**src/sads_pkg.sv**
```systemverilog
// Package for the shared-array dual stack.
// Holds operation and status codes, sequencer states and the memory control struct.
// Used by every module under src; it depends on nothing.
package sads_pkg;

  // Default sizes handed to the top-level parameters.
  localparam int DEPTH_DEF      = 64;
  localparam int DATA_WIDTH_DEF = 32;

  // Configuration port geometry: one register at byte address 0.
  localparam int APB_AW = 3;
  localparam int APB_DW = 32;
  localparam logic REG_CAPACITY = 1'b0;

  // Operation codes carried by an input transfer.
  typedef enum logic [2:0] {
    OP_PUSH   = 3'd0,
    OP_POP    = 3'd1,
    OP_PEEK   = 3'd2,
    OP_CLEAR  = 3'd3,
    OP_SEARCH = 3'd4
  } op_t;

  // Result status codes.
  typedef enum logic [1:0] {
    ST_OK       = 2'd0,
    ST_FULL     = 2'd1,
    ST_EMPTY    = 2'd2,
    ST_NOTFOUND = 2'd3
  } status_t;

  // Sequencer states.
  typedef enum logic [2:0] {
    S_IDLE,
    S_EXEC,
    S_RDWAIT,
    S_SCAN,
    S_HOLD
  } state_t;

  // Memory port controls from the sequencer.
  typedef struct packed {
    logic wr_en;
    logic rd_en;
  } mem_ctl_t;

endpackage

```
**src/sads_mem.sv**
```systemverilog
// Single-port entry memory for the dual stack.
// One write or one registered read per cycle; uses sads_pkg for the control struct.
module sads_mem
  import sads_pkg::*;
#(
  parameter int DEPTH      = DEPTH_DEF,
  parameter int DATA_WIDTH = DATA_WIDTH_DEF
) (
  input  logic                     clk,
  input  mem_ctl_t                 ctl,
  input  logic [$clog2(DEPTH)-1:0] addr,
  input  logic [DATA_WIDTH-1:0]    wr_data,
  output logic [DATA_WIDTH-1:0]    rd_data
);

  logic [DATA_WIDTH-1:0] store_r [DEPTH];
  logic [DATA_WIDTH-1:0] rd_data_r;

  // Write port and registered read port share the address.
  always_ff @(posedge clk) begin
    if (ctl.wr_en) begin
      store_r[addr] <= wr_data;
    end
    if (ctl.rd_en) begin
      rd_data_r <= store_r[addr];
    end
  end

  assign rd_data = rd_data_r;

endmodule

```
**src/sads_seq.sv**
```systemverilog
// Sequencer, stack pointers, shared compare unit and output register of the dual stack.
// Drives the entry memory in sads_mem; uses sads_pkg for codes and states.
module sads_seq
  import sads_pkg::*;
#(
  parameter int DEPTH      = DEPTH_DEF,
  parameter int DATA_WIDTH = DATA_WIDTH_DEF
) (
  input  logic                       clk,
  input  logic                       rst_n,
  // Effective capacity and the clear pulse of a capacity write
  input  logic [$clog2(DEPTH+1)-1:0] cap_eff,
  input  logic                       cfg_clear,
  // Input channel
  input  logic                       in_valid,
  output logic                       in_ready,
  input  logic [2:0]                 in_op,
  input  logic                       in_side,
  input  logic [DATA_WIDTH-1:0]      in_value,
  // Result channel
  output logic                       out_valid,
  input  logic                       out_ready,
  output logic [1:0]                 out_status,
  output logic [DATA_WIDTH-1:0]      out_data,
  output logic [$clog2(DEPTH)-1:0]   out_found_index,
  output logic [$clog2(DEPTH+1)-1:0] out_count,
  // Memory port
  output mem_ctl_t                   mem_ctl,
  output logic [$clog2(DEPTH)-1:0]   mem_addr,
  output logic [DATA_WIDTH-1:0]      mem_wr_data,
  input  logic [DATA_WIDTH-1:0]      mem_rd_data
);

  localparam int IDX_W = $clog2(DEPTH);
  localparam int CNT_W = $clog2(DEPTH+1);

  state_t                state_r, state_nxt;
  logic [2:0]            op_r;
  logic                  side_r;
  logic [DATA_WIDTH-1:0] val_r;
  logic [CNT_W-1:0]      low_r, low_nxt;
  logic [CNT_W-1:0]      high_r, high_nxt;
  logic [IDX_W-1:0]      idx_r, idx_nxt;
  logic [CNT_W-1:0]      left_r, left_nxt;
  status_t               hst_r, hst_nxt;
  logic [DATA_WIDTH-1:0] hdata_r, hdata_nxt;
  logic [IDX_W-1:0]      hfidx_r, hfidx_nxt;
  logic                  out_valid_r, out_valid_nxt;
  status_t               out_status_r;
  logic [DATA_WIDTH-1:0] out_data_r;
  logic [IDX_W-1:0]      out_fidx_r;
  logic [CNT_W-1:0]      out_count_r;

  logic                  accept;
  logic                  out_free;
  logic                  out_load;
  logic [CNT_W-1:0]      n_side;
  logic [CNT_W-1:0]      total;
  logic                  full;
  logic [CNT_W-1:0]      top_c;
  logic [CNT_W-1:0]      push_c;
  logic [IDX_W-1:0]      scan_next;
  logic                  match;

  assign out_free = !out_valid_r || out_ready;
  assign in_ready = (state_r == S_IDLE) || ((state_r == S_HOLD) && out_free);
  assign accept   = in_valid && in_ready;

  // Pointer arithmetic for the named side.
  assign n_side    = side_r ? high_r : low_r;
  assign total     = low_r + high_r;
  assign full      = total >= cap_eff;
  assign top_c     = side_r ? (cap_eff - high_r) : (low_r - CNT_W'(1));
  assign push_c    = side_r ? (cap_eff - CNT_W'(1) - high_r) : low_r;
  assign scan_next = side_r ? (idx_r + IDX_W'(1)) : (idx_r - IDX_W'(1));

  // The one shared compare unit: the entry read last cycle against the key.
  assign match = (mem_rd_data == val_r);

  // Next state, memory controls and result capture.
  always_comb begin
    state_nxt   = state_r;
    low_nxt     = low_r;
    high_nxt    = high_r;
    idx_nxt     = idx_r;
    left_nxt    = left_r;
    hst_nxt     = hst_r;
    hdata_nxt   = hdata_r;
    hfidx_nxt   = hfidx_r;
    mem_ctl     = '0;
    mem_addr    = top_c[IDX_W-1:0];
    mem_wr_data = val_r;
    out_load    = 1'b0;

    unique case (state_r)
      S_IDLE: begin
        if (accept) begin
          state_nxt = S_EXEC;
        end
      end
      S_EXEC: begin
        hst_nxt   = ST_OK;
        hdata_nxt = '0;
        hfidx_nxt = '0;
        state_nxt = S_HOLD;
        unique case (op_r) inside
          OP_PUSH: begin
            if (full) begin
              hst_nxt = ST_FULL;
            end else begin
              mem_ctl.wr_en = 1'b1;
              mem_addr      = push_c[IDX_W-1:0];
              if (side_r) begin
                high_nxt = high_r + CNT_W'(1);
              end else begin
                low_nxt = low_r + CNT_W'(1);
              end
            end
          end
          OP_POP, OP_PEEK: begin
            if (n_side == '0) begin
              hst_nxt = ST_EMPTY;
            end else begin
              mem_ctl.rd_en = 1'b1;
              state_nxt     = S_RDWAIT;
              if (op_r == OP_POP) begin
                if (side_r) begin
                  high_nxt = high_r - CNT_W'(1);
                end else begin
                  low_nxt = low_r - CNT_W'(1);
                end
              end
            end
          end
          OP_CLEAR: begin
            if (side_r) begin
              high_nxt = '0;
            end else begin
              low_nxt = '0;
            end
          end
          OP_SEARCH: begin
            if (n_side == '0) begin
              hst_nxt = ST_NOTFOUND;
            end else begin
              mem_ctl.rd_en = 1'b1;
              idx_nxt       = top_c[IDX_W-1:0];
              left_nxt      = n_side;
              state_nxt     = S_SCAN;
            end
          end
          default: begin
            // Unused codes change nothing and report ok.
          end
        endcase
      end
      S_RDWAIT: begin
        hdata_nxt = mem_rd_data;
        state_nxt = S_HOLD;
      end
      S_SCAN: begin
        if (match) begin
          hfidx_nxt = idx_r;
          state_nxt = S_HOLD;
        end else if (left_r == CNT_W'(1)) begin
          hst_nxt   = ST_NOTFOUND;
          state_nxt = S_HOLD;
        end else begin
          mem_ctl.rd_en = 1'b1;
          mem_addr      = scan_next;
          idx_nxt       = scan_next;
          left_nxt      = left_r - CNT_W'(1);
        end
      end
      S_HOLD: begin
        if (out_free) begin
          out_load  = 1'b1;
          state_nxt = accept ? S_EXEC : S_IDLE;
        end
      end
      default: begin
        state_nxt = S_IDLE;
      end
    endcase

    // A capacity write empties both stacks.
    if (cfg_clear) begin
      low_nxt  = '0;
      high_nxt = '0;
    end
  end

  // Output valid follows loads and receiver transfers.
  always_comb begin
    if (out_load) begin
      out_valid_nxt = 1'b1;
    end else if (out_ready) begin
      out_valid_nxt = 1'b0;
    end else begin
      out_valid_nxt = out_valid_r;
    end
  end

  // Control registers.
  always_ff @(posedge clk) begin
    if (!rst_n) begin
      state_r     <= S_IDLE;
      low_r       <= '0;
      high_r      <= '0;
      out_valid_r <= 1'b0;
    end else begin
      state_r     <= state_nxt;
      low_r       <= low_nxt;
      high_r      <= high_nxt;
      out_valid_r <= out_valid_nxt;
    end
  end

  // Payload registers: the accepted item, scan position, held and shown results.
  always_ff @(posedge clk) begin
    if (accept) begin
      op_r   <= in_op;
      side_r <= in_side;
      val_r  <= in_value;
    end
    idx_r   <= idx_nxt;
    left_r  <= left_nxt;
    hst_r   <= hst_nxt;
    hdata_r <= hdata_nxt;
    hfidx_r <= hfidx_nxt;
    if (out_load) begin
      out_status_r <= hst_r;
      out_data_r   <= hdata_r;
      out_fidx_r   <= hfidx_r;
      out_count_r  <= total;
    end
  end

  assign out_valid       = out_valid_r;
  assign out_status      = out_status_r;
  assign out_data        = out_data_r;
  assign out_found_index = out_fidx_r;
  assign out_count       = out_count_r;

  // The two stacks never hold more than the capacity in use.
  a_count_in_cap: assert property (@(posedge clk) disable iff (!rst_n)
    ({1'b0, low_r} + {1'b0, high_r}) <= {1'b0, cap_eff})
    else $error("stack counts exceed the effective capacity");

  // A scan always has at least one entry left to compare.
  a_scan_left: assert property (@(posedge clk) disable iff (!rst_n)
    (state_r == S_SCAN) |-> (left_r != '0))
    else $error("search scan running with no entries left");

  // A held result moves to the output register once the slot is free.
  a_hold_load: assert property (@(posedge clk) disable iff (!rst_n)
    ((state_r == S_HOLD) && out_free) |=> out_valid_r)
    else $error("held result was not shown on the result channel");

  // Items are taken only when no other item is in flight.
  a_accept_state: assert property (@(posedge clk) disable iff (!rst_n)
    accept |=> (state_r == S_EXEC))
    else $error("accepted item did not enter execution");

endmodule

```
**src/shared_array_dual_stack.sv**
```systemverilog
// Top level of the shared-array dual stack: capacity register, APB-style port and wiring.
// Instantiates sads_mem and sads_seq; uses sads_pkg.
//
// Two signed stacks share one array of DEPTH entries. Stack A (side 0) grows up from
// index 0, stack B (side 1) grows down from capacity-1. Each input transfer names an
// operation (push, pop, peek, clear, search) and a side, and yields exactly one result
// transfer with status, data, found index and the total element count after it.
// Items are handled one at a time by a small sequencer around one memory port and one
// compare unit. Push, clear and unused codes pass from execution straight to the held
// result; pop and peek add one registered memory read unless the side is empty; and
// search compares entries one per cycle, from the top toward the base, at most the
// side's count (none when the side is empty). A finished result sits in an output
// register while the next item is accepted; if the receiver stalls, the sequencer
// holds one further result and then stops taking items until the output register
// drains.
// Reset empties both stacks and sets the capacity register to DEPTH; entries are not
// cleared. Writing the capacity register (byte address 0) empties both stacks and keeps
// the low $clog2(DEPTH+1) bits; a kept value of 0 acts as 1 and one above DEPTH acts
// as DEPTH, while reads return the kept bits.
module shared_array_dual_stack
  import sads_pkg::*;
#(
  parameter int DEPTH      = DEPTH_DEF,
  parameter int DATA_WIDTH = DATA_WIDTH_DEF
) (
  input  logic                              clk,
  input  logic                              rst_n,
  // Configuration port
  input  logic                              psel,
  input  logic                              penable,
  input  logic                              pwrite,
  input  logic [APB_AW-1:0]                 paddr,
  input  logic [APB_DW-1:0]                 pwdata,
  output logic [APB_DW-1:0]                 prdata,
  output logic                              pready,
  // Input channel
  input  logic                              in_valid,
  output logic                              in_ready,
  input  logic [2:0]                        in_op,
  input  logic                              in_side,
  input  logic signed [DATA_WIDTH-1:0]      in_value,
  // Result channel
  output logic                              out_valid,
  input  logic                              out_ready,
  output logic [1:0]                        out_status,
  output logic signed [DATA_WIDTH-1:0]      out_data,
  output logic [$clog2(DEPTH)-1:0]          out_found_index,
  output logic [$clog2(DEPTH+1)-1:0]        out_count
);

  localparam int IDX_W = $clog2(DEPTH);
  localparam int CNT_W = $clog2(DEPTH+1);

  logic [CNT_W-1:0]      cap_r, cap_nxt;
  logic [CNT_W-1:0]      cap_eff;
  logic                  cfg_wr;
  logic                  cfg_clear;
  mem_ctl_t              mem_ctl;
  logic [IDX_W-1:0]      mem_addr;
  logic [DATA_WIDTH-1:0] mem_wr_data;
  logic [DATA_WIDTH-1:0] mem_rd_data;
  logic [DATA_WIDTH-1:0] seq_data;

  // Register write decode: the write lands on the access cycle.
  assign pready    = 1'b1;
  assign cfg_wr    = psel && penable && pwrite && pready;
  assign cfg_clear = cfg_wr && (paddr[2] == REG_CAPACITY);
  assign cap_nxt   = cfg_clear ? pwdata[CNT_W-1:0] : cap_r;

  always_ff @(posedge clk) begin
    if (!rst_n) begin
      cap_r <= CNT_W'(DEPTH);
    end else begin
      cap_r <= cap_nxt;
    end
  end

  // Read back the written bits.
  assign prdata = (paddr[2] == REG_CAPACITY) ? {{(APB_DW-CNT_W){1'b0}}, cap_r} : '0;

  // Capacity in effect: clamp to the range one to DEPTH.
  always_comb begin
    if (cap_r == '0) begin
      cap_eff = CNT_W'(1);
    end else if (cap_r > CNT_W'(DEPTH)) begin
      cap_eff = CNT_W'(DEPTH);
    end else begin
      cap_eff = cap_r;
    end
  end

  sads_mem #(
    .DEPTH      (DEPTH),
    .DATA_WIDTH (DATA_WIDTH)
  ) u_mem (
    .clk     (clk),
    .ctl     (mem_ctl),
    .addr    (mem_addr),
    .wr_data (mem_wr_data),
    .rd_data (mem_rd_data)
  );

  sads_seq #(
    .DEPTH      (DEPTH),
    .DATA_WIDTH (DATA_WIDTH)
  ) u_seq (
    .clk             (clk),
    .rst_n           (rst_n),
    .cap_eff         (cap_eff),
    .cfg_clear       (cfg_clear),
    .in_valid        (in_valid),
    .in_ready        (in_ready),
    .in_op           (in_op),
    .in_side         (in_side),
    .in_value        (in_value),
    .out_valid       (out_valid),
    .out_ready       (out_ready),
    .out_status      (out_status),
    .out_data        (seq_data),
    .out_found_index (out_found_index),
    .out_count       (out_count),
    .mem_ctl         (mem_ctl),
    .mem_addr        (mem_addr),
    .mem_wr_data     (mem_wr_data),
    .mem_rd_data     (mem_rd_data)
  );

  assign out_data = $signed(seq_data);

endmodule
```
**config.mk**
```make
export PLATFORM = sky130hd
export DESIGN_NAME = shared_array_dual_stack
export DESIGN_NICKNAME = d
export VERILOG_FILES = /design/src/sads_pkg.sv /design/src/sads_mem.sv /design/src/sads_seq.sv /design/src/shared_array_dual_stack.sv
export SDC_FILE = /design/constraint.sdc
export NUM_CORES = 2
export LEC_CHECK = 0
export BUFFER_PORTS_ARGS = -buffer_cell sky130_fd_sc_hd__buf_4
export CAP_MARGIN = 0
export CORE_MARGIN = 3
export CORE_UTILIZATION = 45
export CTS_BUF_LIST = sky130_fd_sc_hd__clkbuf_16
export CTS_CLUSTER_SIZE = 20
export DETAILED_ROUTE_END_ITERATION = 7
export HOLD_SLACK_MARGIN = 0.06
export PLACE_DENSITY_LB_ADDON = 0.08
export SYNTH_ARGS = -nofsm -noshare
export SYNTH_HDL_FRONTEND = slang
export SYNTH_SLANG_ARGS = --single-unit
```
**constraint.sdc**
```tcl
create_clock -name clk -period 7.5 [get_ports clk]
set_clock_uncertainty 0.05 [all_clocks]
set_input_delay 0.375 -clock clk [delete_from_list [all_inputs] [get_ports clk]]
set_output_delay 0.375 -clock clk [all_outputs]
set_load 0.02 [all_outputs]
```
After elaboration in Yosys (flattened, before gate mapping):

Memory sizes are Yosys's and may differ from the RTL's. A register that Yosys moved wholly into a read port is not among the register bits.
Cells that the tools add are included.

* input port bits: 78
* memory bits (writable): 2048
* latch bits: 0
* memories: 1
* logic and storage cells: 155
* output and inout port bits: 82
* flip-flop bits (word level): 161
* bits in read-only memories: 0

* mux-type cells: 69
* equal/unequal tests: 28
* $lt $le $gt $ge: 2
* divide/modulo/power cells: 0
* bitwise operators: 2
* multiply operators: 0
* shift operators: 0
* $add $sub $neg: 11
* reductions and logical operators: 25

Memory list
* u_mem.store_r: depth 64, bits a word 32, read ports 1, clocked after memory_dff 1, write ports 1, RTL line sads_mem.sv:16 `logic [DATA_WIDTH-1:0] store_r [DEPTH];`

Operators with widths (count)
* $mux W7: 20
* $mux W6: 12
* $pmux W32 S2: 1
* $pmux W7 S3: 2
* $pmux W6 S2: 3
* $eq A32 B32 Y1: 1
* $sub A7 B1 Y7 const B: 3
* $mux W3: 6
* $ne A2 B1 Y1 const B: 9
* $ne A2 B2 Y1 const B: 8
* $reduce_and A8 Y1: 2
* $mux W1: 15
* $pmux W3 S5: 1
* $add A7 B1 Y7 const B: 2
* $logic_not A7 Y1: 2
* $pmux W7 S2: 1
* $eq A3 B2 Y1 const B: 4
* $sub A6 B1 Y6 const B: 2
* $sub A6 B6 Y6: 2
* $mux W2: 4
* $add A7 B7 Y7: 1
* $eq A7 B1 Y1 const B: 1
* $ge A7 B7 Y1: 1
* $gt A7 B7 Y1 const B: 1
* 20 further kinds: 33

Longest topological paths before layout:

* depth after elaboration: 9
* gate-level depth with buffers: 26
* depth with buffers taken out: 21

Modules after synthesis:

Synthesis repeated with hierarchy kept, for this count alone.

* cells, all modules: 5153
* area, all modules: 87062.2 um^2

By module, submodules not included
* sads_mem: cells each 4461, area each 78834.4 um^2, instances 1, sequential area each 62459.9 um^2
* sads_seq: cells each 617, area each 7607.3 um^2, instances 1, sequential area each 4444.3 um^2
* shared_array_dual_stack: cells each 75, area each 620.6 um^2, instances 1, sequential area each 140.1 um^2

Worst setup path after synthesis:

OpenSTA, ideal clock, no wires.

* path kind: register to register
* start point: reg u_seq.high_r[0]
* end point: mem u_mem.store_r[14][0] (netlist name), enable pin
* library setup time: 0.421 ns
* buffers on the path: 2
* clock period less this slack: 6.073 ns
* arrival: 5.601 ns
* stages on the path, launching flop included: 21
* setup slack: 1.427 ns
* data required time: 7.029 ns
* path through: dfxtp_1 > ha_1 > fa_1 > a21oi_1 > nor2_1 > nor2_1 > o21bai_1 > a21oi_1 > xnor2_1 > ha_1 > nand4_1 > and3_1 > o21ai_1 > mux2_2 > o32a_1 > and2_1 > buf_2 > buf_2 > nor3_1 > nand2_1 > nor2_1

* cells in the longest elaborated chain, start to end: 7
* elaborated cells on any way between the ends: 16
* those cells by class: 3 x add/sub; 1 x order compare; 12 x mux

RTL lines
* from (decl): RTL line sads_seq.sv:42 `logic [CNT_W-1:0] high_r, high_nxt;`
* from (signal assigned): RTL line sads_seq.sv:214 `high_r <= high_nxt;`
* $add A7 B7 Y7 (*): RTL line sads_seq.sv:71 `assign total = low_r + high_r;`
* via u_seq.total[6]: RTL line sads_seq.sv:58 `logic [CNT_W-1:0] total;`
* $ge A7 B7 Y1 (*): RTL line sads_seq.sv:72 `assign full = total >= cap_eff;`
* $mux W1: RTL line sads_seq.sv:108 `if (full) begin`
* $mux W1: RTL line sads_seq.sv:106 `unique case (op_r) inside`
* $mux W1: RTL line sads_seq.sv:95 `unique case (state_r)`
* $mux W1: RTL line sads_mem.sv:21 `if (ctl.wr_en) begin`
* $mux W1 (not written as such): RTL line sads_mem.sv:22 `store_r[addr] <= wr_data;`
* to (decl): RTL line sads_mem.sv:16

Mark *: on every way through the listed nets, which the timed path passes. The rest lies on a longest branch.

Worst setup path after layout:

* start point: reg u_seq.low_r[0]
* end point: reg u_mem.rd_data_r[18] (netlist: u_mem.rd_data[18]), read port of u_mem.store_r, data pin

* cells in the longest elaborated chain, start to end: 5
* elaborated cells on any way between the ends: 15
* those cells by class: 2 x add/sub; 1 x order compare; 11 x mux; 1 x reduce/logical

RTL lines
* from (decl): RTL line sads_seq.sv:41 `logic [CNT_W-1:0] low_r, low_nxt;`
* from (signal assigned): RTL line sads_seq.sv:213 `low_r <= low_nxt;`
* $add A7 B7 Y7: RTL line sads_seq.sv:71
* via u_seq.total[6]: RTL line sads_seq.sv:58
* $ge A7 B7 Y1: RTL line sads_seq.sv:72
* $mux W6: RTL line sads_seq.sv:108
* $mux W6: RTL line sads_seq.sv:106
* $pmux W6 S2: RTL line sads_seq.sv:95
* to (decl): RTL line sads_mem.sv:17 `logic [DATA_WIDTH-1:0] rd_data_r;`

The timed path passes the listed nets, and every way through them passes these cells.
A chain may end at the register's enable or synchronous reset.

==> results.txt <==
max-cap violations -> 0
mapped cell area -> 89970 um^2
metal3 WL -> 39.60 mm
top sig layer -> met5
Detailed Place HPWL -> 197.4 mm
Ys Warns -> 0
Die Ht -> 453.1 um
power per cell area -> 294.3 nW/um^2
routability cong. -> 0.8700
R2R Setup Slk -> 0.56 ns
crit path kind -> register to register
Area Overhead vs Synth -> 15.35%
Pleak -> 0.03591 uW
RSZ-0062 raised after global routing -> false
clk slew on worst S/H paths -> 0.06 ns
Arrival @ worst endpoint -> 7.47 ns
status -> complete, no violations
largest net degree at the start of global routing -> 99
final setup margin -> 0.5617 ns
Iteration-0 DRC Markers -> 8946
DR WL/cell -> 34.11 um
first-pass GRT wire length -> 460.7 mm
Initial Utilization -> 45.43%
WP data required -> 8.03 ns
TritonCTS buffer count -> 233
deepest clock path buffer count -> 3
Sum Neg Setup Slack -> 0 ns
synthesized flop and latch total -> 2241
worst-path maximum fanout -> 51
maximum vdd ir drop -> 0.2691 mV
CP Launch Type -> register
Post-DRT Antenna Nets -> 0
Seq/Total Area, Yosys -> 74.52%
Post-Syn Area per Cell -> 13.49 um^2
vias in the first global route -> 56.28k
met2 routed WL -> 147.9 mm
CP Capture Point -> u_mem.rd_data[18]$_DFFE_PP_
Place WS -> 0.7564 ns
DRT Pass-1 Iters -> 6
GRT Residual Overflow -> 0
worst min-delay path class -> primary input to register
post-CTS setup buffer count -> 0
Async SR Flop Fraction -> 0%
Gate Count Post-Synth -> 6668
via count -> 61.09k
Crit. End Element -> register
Min Clock Period, post-route -> 6.938 ns
layout cells sized above 1 -> 12.39%
Clock H-tree levels -> 4
relative max-transition margin -> 19.30%
worst r2r src -> u_seq.low_r[0]$_SDFFE_PP0P_
final wirelength -> 336.3 mm
DR vias/cell -> 6.197
PortBufs -> 106
number of enable flip-flop cells after synthesis -> 2216
row count -> 163
DRC Markers -> 0
NumNets Final -> 7126
core region area -> 198000 um^2
crit share post-route -> 92.51%
antenna violations before repair -> 22
actual slew at the worst max-slew pin -> 1.208 ns
die width -> 453.1 um
Cell variety after synth -> 84
root buffer cell -> clkbuf_16
Tot GR Track Use -> 32.32%
met1 WL -> 132.5 mm
top flip-flop cell by instance count after synthesis -> edfxtp_1
endpoints failing hold -> 0
fmax -> 0.1441 GHz
CTS Sinks -> 2241
IO Count -> 160
commonest non-fill, non-tap cell in the layout -> edfxtp_1
CP Launch Point -> u_seq.low_r[0]$_SDFFE_PP0P_
worst reg2reg path depth -> 25
die area -> 205300 um^2
Skew-Pair Late Insertion Delay -> 0.88 ns
final setup fails -> 0
reg-to-reg endpoint -> u_mem.rd_data[18]$_DFFE_PP_
Final Max Tran Viols -> 0
most frequent cells in the layout -> 2216 x edfxtp_1, 1677 x nand2_1, 762 x nand3_1
CTS tree -> yes
-- critical path, stage by stage, from the launching register on --
cell and delay (ns):
dfxtp_1 0.41, ha_1 0.26, fa_1 0.41, a21oi_1 0.18, nor2_1 0.06, nor2_1 0.16
o21bai_1 0.09, a21oi_1 0.19, xnor2_1 0.19, ha_1 0.31, a21oi_1 0.13, and3_1 0.16
o21ai_1 0.29, or2_1 0.36, a31oi_1 0.35, nand2_4 0.41, buf_12 0.34, buf_12 0.20
nand2_1 0.31, buf_4 0.26, o22ai_1 0.09, a21oi_1 0.18, o21ai_0 0.14, buf_4 0.20
a221oi_1 0.78, nand2_1 0.15
-- registers in the layout (all words and copies together), names as in the netlist --
register               cells
u_seq.low_r                7
u_seq.left_r               7
u_mem.rd_data             32
u_seq.mem_wr_data         32
u_seq.state_r              3
u_seq.side_r               1
u_mem.store_r           2048
u_seq.high_r               7
u_seq.hdata_r             32
u_seq.op_r                 3
u_seq.out_data            32
u_seq.out_valid            1
u_seq.hst_r                2
cap_r                      7
u_seq.hfidx_r              6
u_seq.out_found_index      6
u_seq.idx_r                6
u_seq.out_status           2
u_seq.out_count            7
-- cell usage after synthesis (6+ instances only) --
| library cell | n | share of area [%] |
|---|---|---|
| a2111oi_0 | 8 | 0.078 |
| a211oi_1 | 41 | 0.34 |
| a21o_1 | 10 | 0.083 |
| a21oi_1 | 282 | 1.6 |
| a221oi_1 | 26 | 0.25 |
| a22oi_1 | 33 | 0.28 |
| a311oi_1 | 38 | 0.37 |
| a31oi_1 | 87 | 0.60 |
| a32o_1 | 14 | 0.16 |
| a32oi_1 | 31 | 0.30 |
| and2_1 | 44 | 0.31 |
| and3_1 | 66 | 0.46 |
| buf_1 | 39 | 0.16 |
| buf_2 | 201 | 1.1 |
| buf_4 | 71 | 0.59 |
| buf_6 | 12 | 0.15 |
| clkbuf_1 | 116 | 0.48 |
| dfxtp_1 | 25 | 0.56 |
| edfxtp_1 | 2216 | 74 |
| ha_1 | 32 | 0.45 |
| inv_1 | 28 | 0.12 |
| mux2i_1 | 176 | 2.0 |
| nand2_1 | 1684 | 7.0 |
| nand2b_1 | 7 | 0.049 |
| nand3_1 | 763 | 4.2 |
| nand4_1 | 63 | 0.44 |
| nor2_1 | 146 | 0.61 |
| nor2b_1 | 18 | 0.13 |
| nor3_1 | 46 | 0.26 |
| nor4_1 | 15 | 0.10 |
| o2111ai_1 | 14 | 0.14 |
| o211ai_1 | 14 | 0.12 |
| o21ai_0 | 72 | 0.40 |
| o21bai_1 | 6 | 0.050 |
| o22ai_1 | 40 | 0.28 |
| or4_1 | 8 | 0.067 |
| xnor2_1 | 21 | 0.20 |
| xor2_1 | 44 | 0.43 |
-- per-stage QoR --
stage / total power (uW) / util (%) / area, um^2 / std cells / hold slack (ns)
6_report: 30550 / 52.41 / 103800 / 9857 / 0.1641
5_1_grt: 31410 / 52.40 / 103800 / 9847 / 0.1291
4_1_cts: 30590 / 52.40 / 103800 / 9847 / 0.09328
3_5_place_dp: 19670 / 48.48 / 96010 / 9361 / 0.3545
3_3_place_gp: 19640 / 48.48 / 96010 / 9361 / 0.3511
2_1_floorplan: 17330 / - / 90060 / 6692 / 0.3503
-- worst min-delay path by stage --
stage                                               start                              end  slack, ns  depth (start not counted)
after global routing                         in_value[19]  u_seq.mem_wr_data[19]$_DFFE_PP_       0.13                          2
after floorplan            u_seq.hdata_r[0]$_SDFFCE_PN0P_      u_seq.out_data[0]$_DFFE_PP_       0.35                          0
after CTS                                    in_value[24]  u_seq.mem_wr_data[24]$_DFFE_PP_       0.09                          2
final                                        in_value[24]  u_seq.mem_wr_data[24]$_DFFE_PP_       0.16                          2
after detailed placement  u_seq.hdata_r[16]$_SDFFCE_PN0P_     u_seq.out_data[16]$_DFFE_PP_       0.35                          0
after global placement     u_seq.hdata_r[0]$_SDFFCE_PN0P_      u_seq.out_data[0]$_DFFE_PP_       0.35                          0
-- repair_timing --
action	in CTS	in global routing
hold endpoints to repair	50	0
setup endpoints to repair	0	0
resized for setup	0	0
hold buffers	55	0
-- report_power, final --
group	switching (uW)	internal [uW]	leakage [uW]
clock network	4910	6100	0.00383
logic	3890	1450	0.0119
registers	119	14100	0.0202
-- layout make-up --
type / count / area, um^2
Tap cell: 2640 / 3303
Inverter: 30 / 112.6
Antenna cell: 10 / 25.02
Sequential cell: 2241 / 67040
Fill cell: 16650 / 94250
Timing Repair Buffer: 524 / 4810
Clock buffer: 237 / 5931
Clock inverter: 194 / 1265
Multi-Input combinational cell: 3981 / 21290
-- logic make-up after synthesis --
logic type,Yosys count,synth area share [%]
AND/OR/NAND/NOR,2894,13.98
flip-flops,2241,74.52
AO/OA/AOI/OAI,778,5.634
buffers and inverters,470,2.649
multiplexers,181,2.021
XOR/XNOR,65,0.6328
adder cells (fa/ha/maj),37,0.5563
other,2,0.008347
-- metal layers --
| layer | up-vias | GRT usage, % |
|---|---|---|
| li1 | 25420 | - |
| met3 | 769 | 8.588 |
| met4 | 16 | 13.53 |
| met2 | 3678 | 48.10 |
| met1 | 31200 | 45.01 |
| met5 | - | 0 |
Note: power is estimated with default switching activity, not from simulation.
